===== config.mk =====
export PLATFORM = sky130hd
export DESIGN_NAME = ini_line_tokenizer_core
export DESIGN_NICKNAME = d
export VERILOG_FILES = /design/src/hw/rtl/ilt_pkg.sv /design/src/hw/rtl/ini_line_tokenizer_core.sv
export SDC_FILE = /design/constraint.sdc
export NUM_CORES = 1
export LEC_CHECK = 0
export ABC_AREA = 0
export BUFFER_PORTS_ARGS = -buffer_cell sky130_fd_sc_hd__buf_4
export CAP_MARGIN = 20
export CORE_MARGIN = 10
export CORE_UTILIZATION = 59
export CTS_CLUSTER_SIZE = 40
export DETAILED_ROUTE_END_ITERATION = 8
export GPL_TIMING_DRIVEN = 0
export PLACE_DENSITY = 0.8
export SLEW_MARGIN = 20
export SYNTH_ARGS = -nofsm -noshare
export SYNTH_HDL_FRONTEND = slang
export SYNTH_SLANG_ARGS = --single-unit

===== constraint.sdc =====
create_clock -name clk -period 3.2 [get_ports clk]
set_input_delay 0.16 -clock clk [delete_from_list [all_inputs] [get_ports clk]]
set_output_delay 0.16 -clock clk [all_outputs]
set_load 0.02 [all_outputs]

===== src/hw/rtl/ilt_pkg.sv =====
package ilt_pkg;

	localparam int POS_W = 7;

	localparam logic [7:0] CHAR_NUL     = 8'h00;
	localparam logic [7:0] CHAR_NEWLINE = 8'h0A;
	localparam logic [7:0] CHAR_SPACE   = 8'h20;
	localparam logic [7:0] CHAR_HASH    = 8'h23;
	localparam logic [7:0] CHAR_EQUALS  = 8'h3D;
	localparam logic [7:0] CHAR_LBRACK  = 8'h5B;
	localparam logic [7:0] CHAR_RBRACK  = 8'h5D;

	typedef logic [POS_W-1:0] pos_t;

	typedef enum logic [1:0] {
		CLS_UNDECIDED = 2'd0,
		CLS_IGNORED   = 2'd1,
		CLS_SECTION   = 2'd2,
		CLS_KEYVAL    = 2'd3
	} line_class_t;

	localparam logic KIND_SECTION = 1'b0;
	localparam logic KIND_KEYVAL  = 1'b1;

	typedef struct packed {
		pos_t        line_position;
		logic        leading_done;
		line_class_t line_class;
		logic        text_ended;
		logic        delimiter_seen;
		pos_t        span_one_start;
		pos_t        span_one_end;
		pos_t        span_two_start;
		pos_t        span_two_end;
		logic        value_lead_done;
	} line_state_t;

	typedef struct packed {
		logic line_kind;
		pos_t name_start;
		pos_t name_end;
		pos_t value_start;
		pos_t value_end;
	} token_t;

endpackage


===== src/hw/rtl/ini_line_tokenizer_core.sv =====
// INI line tokenizer.
// Input channel (text_valid/text_ready): one byte of text per transfer, or an
// end-of-input marker (end_of_input = 1, byte ignored). Byte 10 ends a line.
// Output channel (token_valid/token_ready): one token per section line or
// key=value line, carrying the kind and the name and value spans as byte
// positions within the line. Blank lines, comments and key=value lines with
// no '=' or no key give no token. Only the first LINE_CHARS-1 bytes of a line
// are kept. Each byte is classified in the cycle it is transferred; the line
// state and the token register update at that edge, so a token appears in the
// cycle after the newline or end marker that closes its line.
// Throughput is one byte per cycle: the token register frees in the same
// cycle it is taken, so text_ready stays high unless a token is waiting
// and token_ready is low. While the receiver stalls, the token holds and
// the input is held off; nothing is dropped.
// Reset (arst_n low) clears the line state and empties the token register;
// the first byte may be sent in the cycle after reset is released.
module ini_line_tokenizer_core #(
	parameter int LINE_CHARS = 80
) (
	input  logic                clk,
	input  logic                arst_n,
	input  logic                text_valid,
	output logic                text_ready,
	input  logic [7:0]          text_byte,
	input  logic                end_of_input,
	output logic                token_valid,
	input  logic                token_ready,
	output logic                line_kind,
	output ilt_pkg::pos_t       name_start,
	output ilt_pkg::pos_t       name_end,
	output ilt_pkg::pos_t       value_start,
	output ilt_pkg::pos_t       value_end
);
	import ilt_pkg::*;

	localparam pos_t POS_LIMIT = POS_W'(LINE_CHARS - 1);

	line_state_t st_q;
	line_state_t st_d;
	token_t      tok_d;
	token_t      tok_q;
	logic        tok_hit;
	logic        out_valid_q;
	logic        in_xfer;
	pos_t        p;
	pos_t        p_inc;

	assign text_ready = !out_valid_q || token_ready;
	assign in_xfer    = text_valid && text_ready;
	assign p          = st_q.line_position;
	assign p_inc      = p + POS_W'(1);

	always_comb begin
		st_d    = st_q;
		tok_d   = '0;
		tok_hit = 1'b0;
		if (end_of_input || text_byte == CHAR_NEWLINE) begin
			// close the line and emit a token if it qualifies
			if (st_q.line_class == CLS_SECTION) begin
				tok_hit          = 1'b1;
				tok_d.line_kind  = KIND_SECTION;
				tok_d.name_start = st_q.value_lead_done ? st_q.span_one_start : p;
				tok_d.name_end   = st_q.value_lead_done ? st_q.span_one_end : p;
			end else if (st_q.line_class == CLS_KEYVAL && st_q.delimiter_seen &&
					st_q.span_one_end != st_q.span_one_start) begin
				tok_hit           = 1'b1;
				tok_d.line_kind   = KIND_KEYVAL;
				tok_d.name_start  = st_q.span_one_start;
				tok_d.name_end    = st_q.span_one_end;
				tok_d.value_start = st_q.value_lead_done ? st_q.span_two_start : p;
				tok_d.value_end   = st_q.value_lead_done ? st_q.span_two_end : p;
			end
			st_d = '0;
		end else if (!st_q.text_ended && p < POS_LIMIT) begin
			if (text_byte == CHAR_NUL) begin
				st_d.text_ended = 1'b1;
			end else begin
				st_d.line_position = p_inc;
				if (!st_q.leading_done) begin
					if (text_byte != CHAR_SPACE) begin
						st_d.leading_done = 1'b1;
						if (text_byte == CHAR_HASH) begin
							st_d.line_class = CLS_IGNORED;
						end else if (text_byte == CHAR_LBRACK) begin
							st_d.line_class = CLS_SECTION;
						end else begin
							st_d.line_class     = CLS_KEYVAL;
							st_d.span_one_start = p;
							if (text_byte == CHAR_EQUALS) begin
								st_d.span_one_end   = p;
								st_d.delimiter_seen = 1'b1;
							end else begin
								st_d.span_one_end = p_inc;
							end
						end
					end
				end else if (st_q.line_class == CLS_SECTION) begin
					if (!st_q.delimiter_seen) begin
						if (text_byte == CHAR_RBRACK) begin
							st_d.delimiter_seen = 1'b1;
							if (!st_q.value_lead_done) begin
								st_d.value_lead_done = 1'b1;
								st_d.span_one_start  = p;
								st_d.span_one_end    = p;
							end
						end else if (text_byte != CHAR_SPACE) begin
							if (!st_q.value_lead_done) begin
								st_d.value_lead_done = 1'b1;
								st_d.span_one_start  = p;
							end
							st_d.span_one_end = p_inc;
						end
					end
				end else if (st_q.line_class == CLS_KEYVAL) begin
					if (!st_q.delimiter_seen) begin
						if (text_byte == CHAR_EQUALS) begin
							st_d.delimiter_seen = 1'b1;
						end else if (text_byte != CHAR_SPACE) begin
							st_d.span_one_end = p_inc;
						end
					end else if (text_byte != CHAR_SPACE) begin
						if (!st_q.value_lead_done) begin
							st_d.value_lead_done = 1'b1;
							st_d.span_two_start  = p;
						end
						st_d.span_two_end = p_inc;
					end
				end
			end
		end
	end

	always_ff @(posedge clk or negedge arst_n) begin
		if (!arst_n) begin
			st_q        <= '0;
			out_valid_q <= 1'b0;
		end else if (in_xfer) begin
			st_q        <= st_d;
			out_valid_q <= tok_hit;
		end else if (token_ready) begin
			out_valid_q <= 1'b0;
		end
	end

	// hold the token payload until a new one is loaded
	always_ff @(posedge clk) begin
		if (in_xfer && tok_hit) begin
			tok_q <= tok_d;
		end
	end

	assign token_valid = out_valid_q;
	assign line_kind   = tok_q.line_kind;
	assign name_start  = tok_q.name_start;
	assign name_end    = tok_q.name_end;
	assign value_start = tok_q.value_start;
	assign value_end   = tok_q.value_end;

endmodule


==> results of run 1 <==
==> sequential cells by signal (all words and copies together) (netlist names) <==
name / cells
token_valid: 1
name_end: 7
name_start: 7
value_end: 7
line_kind: 1
st_q: 34
value_start: 7
p: 7
==> layout make-up <==
class | count | area, um2 | share of cell area
Clock inverter | 7 | 47.5 | 0.0107
Timing Repair Buffer | 43 | 325 | 0.0730
Clock buffer | 9 | 124 | 0.0278
Multi-Input combinational cell | 273 | 1780 | 0.399
Sequential cell | 71 | 1920 | 0.431
Buffer | 30 | 133 | 0.0297
Tap cell | 77 | 96.3 | 0.0216
Inverter | 9 | 33.8 | 0.00758
==> worst min-delay path by stage <==
stage                  from                   end  slack [ps]  cells past startpoint
6_report       text_byte[3]  st_q[31]$_DFFE_PN0P_         170                      3
5_1_grt        text_byte[3]  st_q[31]$_DFFE_PN0P_         210                      3
4_1_cts        text_byte[3]  st_q[31]$_DFFE_PN0P_         180                      3
3_5_place_dp         arst_n  st_q[11]$_DFFE_PN0P_         190                      1
3_3_place_gp         arst_n  st_q[11]$_DFFE_PN0P_         180                      1
2_1_floorplan        arst_n      p[0]$_DFFE_PN0P_        -140                      0
==> logic make-up after synthesis <==
logic type | Yosys count
xor+xnor | 12
buf+inv | 39
simple gates | 116
flops | 71
fa+ha+maj | 1
compound gates | 135
mux | 9
==> tightest hold or removal path, cell delays in order <==
cell and delay [ps]:
buf_6 110, nand2_1 60, a32o_1 160
==> stage by stage <==
stage           util  TNS (ps)  hold slack, ps
3_3_place_gp   0.673     -3160             179
3_5_place_dp   0.674         0             188
5_1_grt        0.702         0             208
2_1_floorplan      -         0            -136
6_report       0.702         0             171
4_1_cts        0.702         0             178
==> power by group <==
| part | total (uW) | leakage (uW) | internal, uW | switching [uW] |
|---|---|---|---|---|
| Combinational | 371 | 0.000791 | 127 | 244 |
| Clock | 637 | 0.0000858 | 282 | 355 |
| Sequential | 1010 | 0.000848 | 986 | 27.7 |
| Total | 2020 | 0.00173 | 1390 | 626 |
==> routing by layer <==
layer / GRT usage / wire length [um] / share of wire
met2: 0.322 / 4910 / 0.48
met1: 0.273 / 4330 / 0.43
met3: 0.0446 / 693 / 0.068
met4: 0.0848 / 212 / 0.021
met5: 0 / 0 / 0
==> cells in the final DEF, fill, tap and decap left out, types with 6 or more instances in the layout <==
cell type and count:
nand2b_1 11, a211oi_1 8, nand2_1 49, clkbuf_1 23, a22o_1 15, inv_1 9, o41ai_1 6, clkbuf_8 9
nor2_1 11, o31ai_1 7, buf_4 42, xor2_1 8, a31oi_1 8, a21oi_1 41, mux2_4 6, dfrtp_1 42
edfxtp_1 29, nand3_1 10, o21ai_0 22
==> what timing repair did <==
item	CTS	global route
setup endpoints to repair	0	0
hold buffers	1	0
hold endpoints to repair	42	0
==> metrics.yaml, run 1 <==
rsz0062_at_grt: "false"
synth-xor-area-share: 0.0272
drive_gt1_frac: 0.176
worst_ir_drop_vdd_mv: 0.413
ff2ff_path_depth: 7
clk_path_buf_depth: 2
setup_viol: 0
crit_path_start: "p[1]$_DFFE_PN0P_"
numCtsBuffers: 9
critPathMaxStageDelay_ps: 410
ys_seq_area_frac: 0.498
cts_tree: "built"
dieArea_um2: 10200
yosys.area_share.simple: 0.164
post-place-ws_ps: 726
synth_compound_area_frac: 0.233
yosys.area.top_type: "dfrtp_1"
hold_viol_final: 0
grt_pass1_vias: 3330
synth_fa_ha_area_frac: 0.00324
synthTopCellsByCount: "49 x nand2_1, 42 x dfrtp_1, 41 x a21oi_1"
clock_skew_ps: 13.0
syn-cell-area_um2: 3860
syn_to_final_growth_pct: 15.6
synth_enable_flop_cells: 29
cp_data_arrival_time_ps: 2800
cts.sinks: 71
instances_no_fill: 519
final_max_slew_viol_count: 0
cp_top_family: "compound AO/OA/AOI/OAI gates"
path_buf_inv: 2
clkTransAtPathRegs_ps: 90
num-nets-final: 451
core_area_um2: 6350
fmax_mhz: 391
critical_path.slowest_cell: "a31oi_1"
synth.avg_cell_area_um2: 10.1
ys_types: 62
ys_ff_latch: 71
postRouteWirelength_um: 10100
r2r-start: "p[1]$_DFFE_PN0P_"
cp.depth: 7
vias: 3393
wl_per_cell_um: 19.5
status: "complete, no violations"
cts_htree_levels: 3
antennaDiodeCount: 0
worst_slack_ps: 643
io_buffers: 42
drtAntennaViolNets: 0
async_flop_share: 0.592
yosys.area.top_type_share: 0.272
antenna_found_initial: 0
start_util: 0.608
gr-usage-all-layers: 0.207
rrSetupSlack_ps: 640
die_y_um: 101
crit_path_start_kind: "flip-flop"
synth.most_common_cell: "nand2_1"
min_period_ps: 2560
vias_per_cell: 6.54
cts_root_buffer: "clkbuf_8"
worstPathRequired_ps: 3440
dr.pass1.iters: 6
worstMarginPinSlew_ps: 801
end_kind: "flip-flop"
maxCapViolations: 0
synth-main-ff-cell: "dfrtp_1"
fin_area_um2: 4460
total_power_uw: 2020
netlist_instances: 383
rr_endpoint: "st_q[6]$_DFFE_PN0P_"
grt_max_degree: 43
drcViolationCount: 0
gp_congestion: 0.945
synth_nets: 397
ys_top_cells_by_area: "dfrtp_1 27%, edfxtp_1 23%, a21oi_1 5.3%, nand2_1 4.8%, a22o_1 3.4%"
io_pins: 44
rows: 29
min_path_type: "input port to flip-flop"
cts_setup_buffers: 0
synth_mux_area_frac: 0.0311
yosys_warnings: 0
max_slew_margin: 0.465
path_class: "flip-flop to flip-flop"
overflow: 0
clock_latency_ps: 350
crit_top_cell: "clkbuf_1"
period_share: 0.799
first_iter_violations: 283
synth_top_family_by_area: "compound AO/OA/AOI/OAI gates"
crit_path_end: "st_q[6]$_DFFE_PN0P_"
p_per_area_nw_per_um2: 453
placed_cell_area_um2: 4280
path_cells: "clkbuf_1, nand4_1, o2111a_1, a31oi_1, clkbuf_1, o21ai_0, o41ai_1"
cp_max_fo: 10
die_w_um: 101
numPlacedInstances: 502
cts-resized-gates: 0
p_leak_uw: 0.00173
grt_pass1_wl_um: 16800
fillerInstances: 514
dp_hpwl_um: 7470
Power figures use the tool's default switching activity.
==> run 2, diff against run 1 <==
--- a/config.mk
+++ b/config.mk
@@ -9,11 +9,11 @@
 export BUFFER_PORTS_ARGS = -buffer_cell sky130_fd_sc_hd__buf_4
 export CAP_MARGIN = 20
 export CORE_MARGIN = 10
-export CORE_UTILIZATION = 59
+export CORE_UTILIZATION = 53
 export CTS_CLUSTER_SIZE = 40
 export DETAILED_ROUTE_END_ITERATION = 8
 export GPL_TIMING_DRIVEN = 0
-export PLACE_DENSITY = 0.8
+export PLACE_DENSITY = 0.76
 export SLEW_MARGIN = 20
 export SYNTH_ARGS = -nofsm -noshare
 export SYNTH_HDL_FRONTEND = slang
==> constraint.sdc (replaced) <==
create_clock -name clk -period 2.3 [get_ports clk]
set_input_delay 0.115 -clock clk [delete_from_list [all_inputs] [get_ports clk]]
set_output_delay 0.115 -clock clk [all_outputs]
set_load 0.02 [all_outputs]
==> run 2 against run 1 <==
Against the previous run: critical path depth decreased by 1; clock power grew 79%; global-route usage fell by 1.2 points; count of clock-buffer cells in the layout up 1; via count decreased by 0.32%; sequential cell count unchanged; largest cell class unchanged; register-to-register slack lost 540 ps; critical endpoint is now st_q[15]$_DFFE_PN0P_; first-iteration DRC count up 19%; sequential share of layout area down 1.4 points; highest routed layer unchanged.
==> metrics.yaml, run 2 (synthesis gave the netlist of run 1 again) <==
grt_pass1_vias: 3273
p_clk_frac: 0.367
postRouteWirelength_um: 10800
layout_commonest_cell: "nand2_1"
maxCapViolations: 0
r2r-start: "st_q[33]$_DFFE_PN0P_"
seqCellArea_um2: 1920
cp_data_arrival_time_ps: 2490
top_register: "st_q"
post-place-ws_ps: -146
io_pins: 44
seq_power_share: 0.461
min_path_type: "input port to flip-flop"
syn_to_final_growth_pct: 19.5
gp_congestion: 0.925
numCtsBuffers: 9
critPathMaxStageDelay_ps: 460
die_w_um: 105
clock_latency_ps: 350
core_area_um2: 7180
fillerInstances: 600
path_cells: "clkbuf_1, nand2b_1, o32ai_1, a21oi_1, a211oi_1, mux2_4"
io_buffers: 42
worst_ir_drop_vdd_mv: 0.345
p_leak_uw: 0.00177
worstMarginPinSlew_ps: 629
overflow: 0
final_max_slew_viol_count: 0
grt_pass1_wl_um: 17600
setup_viol: 0
crit_path_start: "st_q[33]$_DFFE_PN0P_"
critical_path.slowest_cell: "dfrtp_1"
min_period_ps: 2200
max_slew_margin: 0.577
comb_power_share: 0.172
cp_max_fo: 10
worstPathRequired_ps: 2590
end_kind: "flip-flop"
hp-start: "text_byte[3]"
clock_skew_ps: 13.6
wl_per_cell_um: 20.0
status: "complete, no violations"
cts_root_buffer: "clkbuf_8"
clk_path_buf_depth: 2
dr.pass1.iters: 6
final_cell_mix: "49 x nand2_1, 43 x buf_4, 41 x a21oi_1, 41 x dfrtp_1, 29 x edfxtp_1"
drive_gt1_frac: 0.206
cts.sinks: 71
p_per_area_nw_per_um2: 672
antennaDiodeCount: 0
worst_slack_ps: 99.6
first_iter_violations: 336
die_y_um: 105
swShare: 0.297
vias_per_cell: 6.26
fmax_mhz: 454
cts_tree: "built"
antenna_found_initial: 0
cts_htree_levels: 3
rows: 31
start_util: 0.538
p_int_uw: 2180
switching_power_uw: 920
period_share: 0.957
dieArea_um2: 11100
hold_viol_final: 0
dp_hpwl_um: 7660
crit_path_start_kind: "flip-flop"
vias: 3382
multi_input_area_um2: 1840
gr-usage-all-layers: 0.195
tns_ps: 0
largest_reg_flops: 34
total_power_uw: 3100
drcViolationCount: 0
num-nets-final: 450
clkTransAtPathRegs_ps: 80
path_class: "flip-flop to flip-flop"
drtAntennaViolNets: 0
grt_max_degree: 43
rsz0062_at_grt: "false"
[run 2: cell types whose count changed in the layout (fill, tap and decap cells not counted), sizes merged]
cell    change
clkbuf      -3
buf         +2
nor2        +1
bufinv      +2
clkinv      -3
[run 2: power groups by stage]
stage          registers (uW)  logic [uW]  clock network, uW
4_1_cts                  1420         527               1140
5_1_grt                  1440         581               1190
6_report                 1430         533               1140
3_3_place_gp             1430         505                  0
2_1_floorplan            1440         323                  0
3_5_place_dp             1440         516                  0
[run 2: through the flow]
stage,hold slack (ps),utilization,std cells,cell area (um2)
2_1_floorplan,-181,-,383,3860
3_3_place_gp,144,0.599,524,4300
3_5_place_dp,148,0.600,524,4310
4_1_cts,122,0.637,540,4570
5_1_grt,138,0.643,540,4610
6_report,129,0.643,540,4610
[run 2: critical path, delay by kind of cell (launching register included)]
family          cells  cell delay (ps)
flops               1              460
buf+inv             1              440
compound gates      3              850
simple gates        1              200
mux                 1              190
[run 2: area by class of cell]
class | instances | area share
flip-flops and latches | 71 | 0.417
multi-input cells | 274 | 0.398
repair buffers | 45 | 0.0765
clock buffers | 10 | 0.0277
inverters | 9 | 0.00733
well taps | 99 | 0.0269
plain buffers | 26 | 0.0263
clock inverters | 6 | 0.0201
[run 2: worst paths after layout]
| path | endpoint | slack, ps | cells after the start |
|---|---|---|---|
| hold / removal | st_q[31]$_DFFE_PN0P_ | 130 | 3 |
| min in group asynchronous | st_q[32]$_DFFE_PN0P_ | 280 | 2 |
| setup / recovery | st_q[15]$_DFFE_PN0P_ | 100 | 6 |
| hold reg to reg | st_q[30]$_DFFE_PN0P_ | 510 | 2 |
| setup reg to reg | st_q[15]$_DFFE_PN0P_ | 100 | 6 |
| max in group asynchronous | p[1]$_DFFE_PN0P_ | 1580 | 2 |
[run 2: repair_timing]
action                     CTS  global route
hold buffers                 1             0
cloned                       1             0
hold endpoints to repair    42             0
pin swaps                    1             2
setup endpoints to repair   64            59
resized for setup           10             5
setup buffers                0             2
[run 2: metal layers]
metal	GRT usage	vias to the layer above	wire, um
li1	-	1563	-
met1	0.254	1634	4770
met2	0.312	161	5070
met3	0.0408	24	679
met4	0.0784	0	254
met5	0	-	0
==> run 3, diff against run 2 <==
--- a/config.mk
+++ b/config.mk
@@ -8,12 +8,13 @@
 export ABC_AREA = 0
 export BUFFER_PORTS_ARGS = -buffer_cell sky130_fd_sc_hd__buf_4
 export CAP_MARGIN = 20
-export CORE_MARGIN = 10
+export CORE_MARGIN = 8
 export CORE_UTILIZATION = 53
 export CTS_CLUSTER_SIZE = 40
 export DETAILED_ROUTE_END_ITERATION = 8
 export GPL_TIMING_DRIVEN = 0
 export PLACE_DENSITY = 0.76
+export RECOVER_POWER = 100
 export SLEW_MARGIN = 20
 export SYNTH_ARGS = -nofsm -noshare
 export SYNTH_HDL_FRONTEND = slang
==> run 3 against run 2 <==
Against the previous run: first-iteration DRC count is 6.3% higher; fmax is 1.5% lower; non-clock buffer count is 2 higher; die area is 7.5% lower; hold slack better by 12 ps; cell area is 4.1% lower; power is 5.1% lower; sequential share of layout area is 1.8 points higher; critical path type unchanged.
==> metrics.yaml, run 3 (synthesis gave the netlist of run 1 again) <==
fmax_mhz: 447
clock_skew_ps: 11.4
max_slew_margin: 0.262
gp_congestion: 0.939
layout_commonest_cell: "clkbuf_1"
instances_no_fill: 542
min_period_ps: 2230
hold_end: "st_q[31]$_DFFE_PN0P_"
drive_gt1_frac: 0.115
syn_to_final_growth_pct: 14.7
p_leak_uw: 0.00162
cts_htree_levels: 3
num-nets-final: 452
die_y_um: 101
r2r-start: "p[1]$_DFFE_PN0P_"
cts.sinks: 71
wl_per_cell_um: 19.7
gr-usage-all-layers: 0.213
numPlacedInstances: 524
crit_path_start_kind: "flip-flop"
grt_max_degree: 43
hp-start: "text_byte[3]"
critical_path.slowest_cell: "dfrtp_2"
clkTransAtPathRegs_ps: 80
start_util: 0.541
worstPathRequired_ps: 2530
first_iter_violations: 357
p_per_area_nw_per_um2: 665
end_kind: "flip-flop"
maxCapViolations: 0
drtAntennaViolNets: 0
min_path_type: "input port to flip-flop"
whs_path_depth: 3
clock_latency_ps: 350
period_share: 0.972
total_power_uw: 2940
rows: 31
numCtsBuffers: 9
vias_per_cell: 6.38
setup_viol: 0
status: "complete, no violations"
fillerInstances: 666
dr.pass1.iters: 5
path_cells: "ha_1, nand3_1, nor2_1, a221o_1, a221oi_1, mux2_1"
cp_max_fo: 10
top_register: "st_q"
overflow: 0
cts_tree: "built"
rsz0062_at_grt: "false"
clk_path_buf_depth: 2
grt_pass1_vias: 3286
die_w_um: 101
rr_endpoint: "st_q[21]$_DFFE_PN0P_"
drcViolationCount: 0
postRouteWirelength_um: 10700
antennaDiodeCount: 0
io_buffers: 42
final_cell_mix: "52 x clkbuf_1, 49 x nand2_1, 41 x a21oi_1, 41 x dfrtp_1, 29 x edfxtp_1"
hold_viol_final: 0
cp_data_arrival_time_ps: 2470
rrSetupSlack_ps: 70
core_area_um2: 7140
cts_root_buffer: "clkbuf_8"
largest_reg_flops: 34
io_pins: 44
worst_ir_drop_vdd_mv: 0.338
ff2ff_path_depth: 6
path_class: "flip-flop to flip-flop"
antenna_found_initial: 0
worstMarginPinSlew_ps: 1110
dp_hpwl_um: 7420
critPathMaxStageDelay_ps: 490
final_max_slew_viol_count: 0
vias: 3460
grt_pass1_wl_um: 17000
dieArea_um2: 10300
## run 3: changes by cell type in the layout (fill, tap and decap cells not counted), moves of 2 or more
cell      delta
mux2_1       +6
mux2_4       -6
clkbuf_1    +35
inv_6        -2
clkbuf_2     +3
buf_4       -32
## run 3: area by class of cell
cell class | count | area [um2] | area share
multi-input combinational | 274 | 1800 | 0.408
timing repair buffer | 46 | 223 | 0.0503
tap | 99 | 124 | 0.0280
clock inverter | 5 | 57.6 | 0.0130
buffer | 27 | 118 | 0.0266
inverter | 9 | 33.8 | 0.00764
sequential | 71 | 1920 | 0.435
clock buffer | 11 | 141 | 0.0320
## run 3: worst max-delay path: cells and delay by family (launching register included)
family          cells  cell delay (ps)
compound gates      2              300
flops               1              490
simple gates        2              650
fa+ha+maj           1              350
mux                 1              320
## run 3: routing by layer
metal | vias up | global-route usage | share of wire
li1 | 1561 | - | -
met4 | 0 | 0.0905 | 0.025
met3 | 31 | 0.0467 | 0.067
met1 | 1691 | 0.270 | 0.43
met2 | 177 | 0.343 | 0.48
met5 | - | 0 | 0
## run 3: stage by stage
stage          hold WS (ps)  area, um2  setup slack [ps]  setup TNS [ps]  utilization
2_1_floorplan          -181       3860               129               0            -
3_3_place_gp            136       4300              -427          -14170        0.603
3_5_place_dp            144       4310              -160           -4330        0.603
4_1_cts                 123       4560              81.3               0        0.638
5_1_grt                 135       4420              11.0               0        0.620
6_report                140       4420              65.2               0        0.620
## run 3: timing repair
item / in CTS / in global routing
resized for setup: 8 / 6
endpoints found under the setup margin: 61 / 31
pin swaps: 2 / 1
hold buffers: 1 / 0
cloned: 1 / 0
hold endpoints to repair: 42 / 0
setup buffers: 1 / 2
## run 3: power by group
group	internal, uW	switching [uW]	leakage (uW)
registers	1370	57.8	0.000847
clock network	529	481	0.0000932
logic	160	342	0.000685
total	2060	881	0.00162
## run 3: how the worst max path moves through the flow
stage | start | to | slack (ps) | cells after the start
6_report | p[1]$_DFFE_PN0P_ | st_q[21]$_DFFE_PN0P_ | 70 | 6
5_1_grt | st_q[0]$_DFFE_PN0P_ | st_q[26]$_DFFE_PN0P_ | 10 | 6
4_1_cts | st_q[0]$_DFFE_PN0P_ | st_q[26]$_DFFE_PN0P_ | 80 | 7
3_5_place_dp | st_q[19]$_DFFE_PN0P_ | name_start[0]$_SDFFCE_PP0P_ | -160 | 6
3_3_place_gp | st_q[29]$_DFFE_PN0P_ | value_start[5]$_SDFFCE_PP0P_ | -430 | 4
2_1_floorplan | st_q[29]$_DFFE_PN0P_ | line_kind$_SDFFCE_PP0P_ | 130 | 4
